<file path="src/sv/rcm_pkg.sv">
// Shared constants, codes and controller/datapath interface types for the RCM ordering block.
package rcm_pkg;

   localparam int MAX_NODES = 1024;
   localparam int MAX_EDGES = 8192;

   localparam int NODE_W = $clog2(MAX_NODES);        // node index
   localparam int CNT_W  = $clog2(MAX_NODES + 1);    // node count
   localparam int EADR_W = $clog2(MAX_EDGES);        // edge store address
   localparam int ECNT_W = $clog2(MAX_EDGES + 1);    // edge count, list start and length
   localparam int KEY_W  = 11;
   localparam int STEP_W = 5;

   // Item actions
   localparam logic [1:0] ACT_BEGIN  = 2'd0;
   localparam logic [1:0] ACT_APPEND = 2'd1;
   localparam logic [1:0] ACT_RUN    = 2'd2;
   localparam logic [1:0] ACT_READ   = 2'd3;

   // Result status codes
   localparam logic [1:0] STAT_OK    = 2'd0;
   localparam logic [1:0] STAT_RANGE = 2'd1;
   localparam logic [1:0] STAT_OVF   = 2'd2;

   // Controller steps
   localparam logic [STEP_W-1:0] ST_CLEAR = 5'd0;   // zero the order store after reset
   localparam logic [STEP_W-1:0] ST_IDLE  = 5'd1;
   localparam logic [STEP_W-1:0] ST_MCLR  = 5'd2;   // clear visit marks
   localparam logic [STEP_W-1:0] ST_SI    = 5'd3;   // sort: next node
   localparam logic [STEP_W-1:0] ST_SK    = 5'd4;   // sort: latch its key
   localparam logic [STEP_W-1:0] ST_SJ    = 5'd5;   // sort: probe slot below
   localparam logic [STEP_W-1:0] ST_SW1   = 5'd6;   // sort: fetch probed key
   localparam logic [STEP_W-1:0] ST_SW2   = 5'd7;   // sort: shift or insert
   localparam logic [STEP_W-1:0] ST_WTOP  = 5'd8;   // walk: loop head
   localparam logic [STEP_W-1:0] ST_SCAN  = 5'd9;   // walk: fetch candidate
   localparam logic [STEP_W-1:0] ST_SC1   = 5'd10;  // walk: fetch candidate mark
   localparam logic [STEP_W-1:0] ST_SC2   = 5'd11;  // walk: skip or seed component
   localparam logic [STEP_W-1:0] ST_EXP   = 5'd12;  // walk: fetch node to expand
   localparam logic [STEP_W-1:0] ST_EX1   = 5'd13;  // walk: fetch its list bounds
   localparam logic [STEP_W-1:0] ST_EX2   = 5'd14;  // walk: latch list bounds
   localparam logic [STEP_W-1:0] ST_NB    = 5'd15;  // walk: fetch neighbor
   localparam logic [STEP_W-1:0] ST_NB1   = 5'd16;  // walk: fetch neighbor mark
   localparam logic [STEP_W-1:0] ST_NB2   = 5'd17;  // walk: number neighbor

   typedef struct packed {
      logic [STEP_W-1:0] step;
      logic              accept;
   } cmd_type;

   typedef struct packed {
      logic nodes_zero;
      logic clr_last;
      logic mclr_last;
      logic sort_done;
      logic j_zero;
      logic key_gt;
      logic scan_end;
      logic scan_last;
      logic done_eq_placed;
      logic mark_set;
      logic cur_out;
      logic list_end;
      logic nb_out;
   } stat_type;

endpackage

</file>
<file path="src/sv/rcm_ctrl.sv">
// Step sequencer for loading, sorting and the breadth-first walk.
module rcm_ctrl import rcm_pkg::*; (
   input  logic       clock,
   input  logic       reset,
   input  logic       start,
   input  logic [1:0] req_action,
   input  stat_type   stat,
   output cmd_type    cmd,
   output logic       busy
);

   logic [STEP_W-1:0] state_ff, state_in;

   // next step
   always_comb begin
      state_in = state_ff;
      case (state_ff)
         ST_CLEAR: if (stat.clr_last) state_in = ST_IDLE;
         ST_IDLE: begin
            if (start && req_action == ACT_RUN && !stat.nodes_zero) state_in = ST_MCLR;
         end
         ST_MCLR: if (stat.mclr_last) state_in = ST_SI;
         ST_SI:   state_in = stat.sort_done ? ST_WTOP : ST_SK;
         ST_SK:   state_in = ST_SJ;
         ST_SJ:   state_in = stat.j_zero ? ST_SI : ST_SW1;
         ST_SW1:  state_in = ST_SW2;
         ST_SW2:  state_in = stat.key_gt ? ST_SJ : ST_SI;
         ST_WTOP: begin
            if (stat.scan_end) state_in = ST_IDLE;
            else if (stat.done_eq_placed) state_in = ST_SCAN;
            else state_in = ST_EXP;
         end
         ST_SCAN: state_in = ST_SC1;
         ST_SC1:  state_in = ST_SC2;
         ST_SC2: begin
            if (!stat.mark_set) state_in = ST_EXP;
            else if (stat.scan_last) state_in = ST_IDLE;
            else state_in = ST_SCAN;
         end
         ST_EXP:  state_in = ST_EX1;
         ST_EX1:  state_in = stat.cur_out ? ST_WTOP : ST_EX2;
         ST_EX2:  state_in = ST_NB;
         ST_NB:   state_in = stat.list_end ? ST_WTOP : ST_NB1;
         ST_NB1:  state_in = stat.nb_out ? ST_NB : ST_NB2;
         ST_NB2:  state_in = ST_NB;
         default: state_in = ST_IDLE;
      endcase
   end

   // hold step
   always_ff @(posedge clock) begin
      if (reset) begin
         state_ff <= ST_CLEAR;
      end else begin
         state_ff <= state_in;
      end
   end

   assign busy       = (state_ff != ST_IDLE);
   assign cmd.step   = state_ff;
   assign cmd.accept = start && (state_ff == ST_IDLE);

`ifndef SYNTHESIS
   a_reset_clears: assert property (@(posedge clock) reset |=> state_ff == ST_CLEAR)
      else $error("clearing pass not entered after reset");
   a_sort_to_walk: assert property (@(posedge clock) disable iff (reset)
      (state_ff == ST_SI && stat.sort_done) |=> state_ff == ST_WTOP)
      else $error("sort finished but walk not started");
   a_run_starts: assert property (@(posedge clock) disable iff (reset)
      (state_ff == ST_IDLE && start && req_action == ACT_RUN && !stat.nodes_zero)
      |=> state_ff == ST_MCLR)
      else $error("run item did not start the mark clear");
`endif

endmodule

</file>
<file path="config.mk">
export PLATFORM = sky130hd
export DESIGN_NAME = rcm_ctrl
export DESIGN_NICKNAME = d
export VERILOG_FILES = /design/src/sv/rcm_pkg.sv /design/src/sv/rcm_ctrl.sv
export SDC_FILE = /design/constraint.sdc
export NUM_CORES = 1
export LEC_CHECK = 0
export ABC_CLOCK_PERIOD_IN_PS = 2750
export BUFFER_PORTS_ARGS = -buffer_cell sky130_fd_sc_hd__buf_2
export CAP_MARGIN = 20
export CORE_MARGIN = 2
export CORE_UTILIZATION = 33
export DETAILED_ROUTE_END_ITERATION = 16
export SLEW_MARGIN = 5
export SYNTH_ARGS = -nofsm -noshare
export SYNTH_HDL_FRONTEND = slang
export SYNTH_SLANG_ARGS = --single-unit
</file>
<file path="constraint.sdc">
create_clock -name clock -period 2.75 [get_ports clock]
set_clock_uncertainty 0.05 [all_clocks]
set_input_delay 0.275 -clock clock [delete_from_list [all_inputs] [get_ports clock]]
set_output_delay 0.275 -clock clock [all_outputs]
set_load 0.005 [all_outputs]
</file>
==> reports/qor.yml <==
drt:
  vias_per_cell: 5.92
  wirelength_um: 1460
  drtIter0Drc: 17
  vias: 657
  routedWlPerCell_um: 13.2
  drc_errors: 0
  drtAntennaViolNets: 0
  firstDrtPassIters: 4
layout:
  largest_register_ffs: 5
  largest_registers: "state_ff (5)"
  fill_cells: 162
  final_area_sq_um: 661
  drive_gt1_share_pct: 33.7
  layout.nets: 114
  synthToLayoutAreaGrowth_pct: 25.4
  n_antenna_cell: 0
  top_register: "state_ff"
clock_network:
  root_buffer: "clkbuf_4"
  cts.hold.buffers_added: 0
  post_cts_buffers: 0
  h-tree-depth: 1
  cts_buffers: 3
  clock_sinks: 5
  path_clk_slew_ps: 50
  cts_tree: "built"
  clockBufferDepth: 2
  clock_latency_ps: 250
  cts_resized: 0
timing:
  rsz0062_at_grt: "false"
  tightestPinTransition_ps: 622
  hold_viol_final: 0
  layout_setup_ws_ps: 942
  fin_hold_ws_ps: 212
  drv_slew: 0
  fin_tns_setup_ps: 0
  setup_viol: 0
  max_slew_margin_pct: 58.5
  post-route-period-util_pct: 65.7
  period_minus_slack_ps: 1810
  clock.fmax_mhz: 553
placement:
  post-place-ws_ps: 1040
  dp_hpwl_um: 1070
  dpl_cell_area_sq_um: 634
  io_buffer_count: 24
  place.gp.congestion: 0.776
logic_synthesis:
  ys.flop_type: "dfxtp_1"
  netlist.top_cell.by_area: "dfxtp_1"
  synthCells: 72
  async_flop_share_pct: 0
  yosysMostFrequentCell: "nand2_1"
  synth_seq_cells: 5
  syn_avg_cell_area_sq_um: 7.32
  yosys.area.top_type_share_pct: 19.0
  yosys_warnings: 0
  synth_area_sq_um: 527
  synthTopCellsByCount: "nand2_1 (6), a21oi_1 (5), dfxtp_1 (5), nand3_1 (5)"
  synth_fp_nets: 90
  ys_seq_area_share_pct: 19.0
  synth.distinct_cells: 38
  synth_edf_count: 0
  ys_top_cells_by_area: "dfxtp_1 (19%), a211oi_2 (4.8%), a21oi_1 (4.8%), nand3_1 (4.8%), a21o_1 (4.3%)"
die:
  initial_core_util_pct: 35.0
  fp.dieH_um: 44.0
  boundaryPins: 25
  coreArea_sq_um: 1510
  rows: 14
  die_area_sq_um: 1930
  die_w_um: 44.0
worst_setup_path:
  arrival_ps: 1480
  worstSetupStartpointType: "flop"
  regToRegSetupSlack_ps: 1030
  rr_startpoint: "state_ff[0]$_SDFFE_PP0P_"
  end_kind: "output port"
  critPathKind: "flop to output port"
  worst_ep_required_time_ps: 2420
  path_max_fanout: 17
  ff2ff_path_depth: 4
  r2r_end: "state_ff[1]$_SDFFE_PP0P_"
global_route:
  grt-ovfl-total: 0
  grt_max_degree: 20
  grt_pass1_wl_um: 2410
  antenna_found_initial: 0
  grt_pass1_vias: 565
  grtUsageTotal_pct: 16.9
power:
  seq_power_share_pct: 38.0
  power_uw: 209
  p_leak_nw: 0.270
  combPwrFrac_pct: 18.4
  swShare_pct: 28.1
  p_int_uw: 150
  vdd_drop_max_uv: 192
  clkPwrFrac_pct: 43.6
  p_switching_uw: 58.6
  power.density_nw_per_um2: 316
outcome:
  run_status: "finished clean"
hold_path:
  hold_class: "primary input to flop"
  hold_path_end: "state_ff[4]$_SDFFE_PP0P_"
  min_from: "reset"
  whs_path_depth: 2
run:
  max-cap-violations: 0
cell usage in the layout (no fill, tap or decap):
| cell type | netlist | layout |
|---|---|---|
| buf_2 | 2 | 24 |
| nand2_1 | 6 | 6 |
| a21oi_1 | 5 | 5 |
| nand3_1 | 5 | 5 |
| dfxtp_1 | 5 | 5 |
| inv_1 | 4 | 4 |
| nor2_1 | 4 | 4 |
| nand2b_1 | 3 | 3 |
| a21o_1 | 3 | 3 |
| clkbuf_4 | 0 | 3 |
| and3_1 | 2 | 2 |
| a211oi_2 | 2 | 2 |
| o21ai_1 | 2 | 2 |
| o22ai_1 | 2 | 2 |
| a211oi_1 | 2 | 2 |
| a31oi_1 | 2 | 2 |
| and2b_1 | 1 | 1 |
| nor3_2 | 1 | 1 |
| nand3b_1 | 1 | 1 |
| or4_4 | 1 | 1 |
| a221oi_1 | 1 | 1 |
| inv_2 | 1 | 1 |
| nor3b_1 | 1 | 1 |
| or3b_1 | 1 | 1 |
| a311oi_1 | 1 | 1 |
| o211ai_1 | 1 | 1 |
| o211a_1 | 1 | 1 |
| o311ai_0 | 1 | 1 |
| o21ai_0 | 1 | 1 |
| nor4_1 | 1 | 1 |
| mux2i_1 | 1 | 1 |
| o31ai_1 | 1 | 1 |
| o31a_1 | 1 | 1 |
| o2111ai_1 | 1 | 1 |
| a31o_1 | 1 | 1 |
| or4_1 | 1 | 1 |
| clkbuf_1 | 1 | 1 |
power groups by stage:
stage / Combinational [mW] / Clock (mW) / Sequential, mW
floorplan: 0.0216 / 0 / 0.0772
global placement: 0.0386 / 0 / 0.0804
detailed placement: 0.0383 / 0 / 0.0806
CTS: 0.0385 / 0.0949 / 0.0790
global route: 0.0435 / 0.0996 / 0.0797
finish: 0.0385 / 0.0911 / 0.0793
cell families after synthesis:
| logic type | after synthesis | share of synthesized area (%) |
|---|---|---|
| buffers and inverters | 10 | 9.74 |
| AOI/OAI and AO/OA | 28 | 39.0 |
| DFF | 5 | 19.0 |
| muxes | 1 | 1.90 |
| and+or+nand+nor | 28 | 30.4 |
critical path, stage by stage, from the launching register on:
cell and delay [ps]:
dfxtp_1 640, and2b_1 310, and3_1 180, buf_2 100
area by class of cell:
class / count / area (sq um) / area share, %
multi-input combinational: 57 / 375 / 56.8
tap: 16 / 20.0 / 3.03
sequential: 5 / 100 / 15.2
timing repair buffer: 24 / 120 / 18.2
inverter: 5 / 18.8 / 2.84
clock buffer: 4 / 26.3 / 3.98
per-layer routing:
layer	GRT usage, %	routed length, um	up-vias
met1	21.9	681	314
met5	0	0	-
met4	5.45	0	0
li1	-	-	322
met2	26.5	696	21
met3	5.00	85	0
metrics by stage:
| stage | util [%] | cells |
|---|---|---|
| 2_1_floorplan | - | 72 |
| 3_3_place_gp | 42.1 | 107 |
| 3_5_place_dp | 42.1 | 107 |
| 4_1_cts | 43.9 | 111 |
| 5_1_grt | 43.9 | 111 |
| 6_report | 43.9 | 111 |
how the worst max path moves through the flow:
stage	startpoint	to	slack, ps	cells after the start
finish	state_ff[0]$_SDFFE_PP0P_	cmd[0]	940	3
global route	state_ff[1]$_SDFFE_PP0P_	cmd[0]	830	3
CTS	state_ff[0]$_SDFFE_PP0P_	cmd[0]	960	3
detailed placement	state_ff[0]$_SDFFE_PP0P_	state_ff[1]$_SDFFE_PP0P_	1040	4
global placement	state_ff[0]$_SDFFE_PP0P_	state_ff[1]$_SDFFE_PP0P_	1090	4
floorplan	state_ff[1]$_SDFFE_PP0P_	state_ff[2]$_SDFFE_PP0P_	1300	5
No activity file was read; power rests on OpenSTA's default activity.
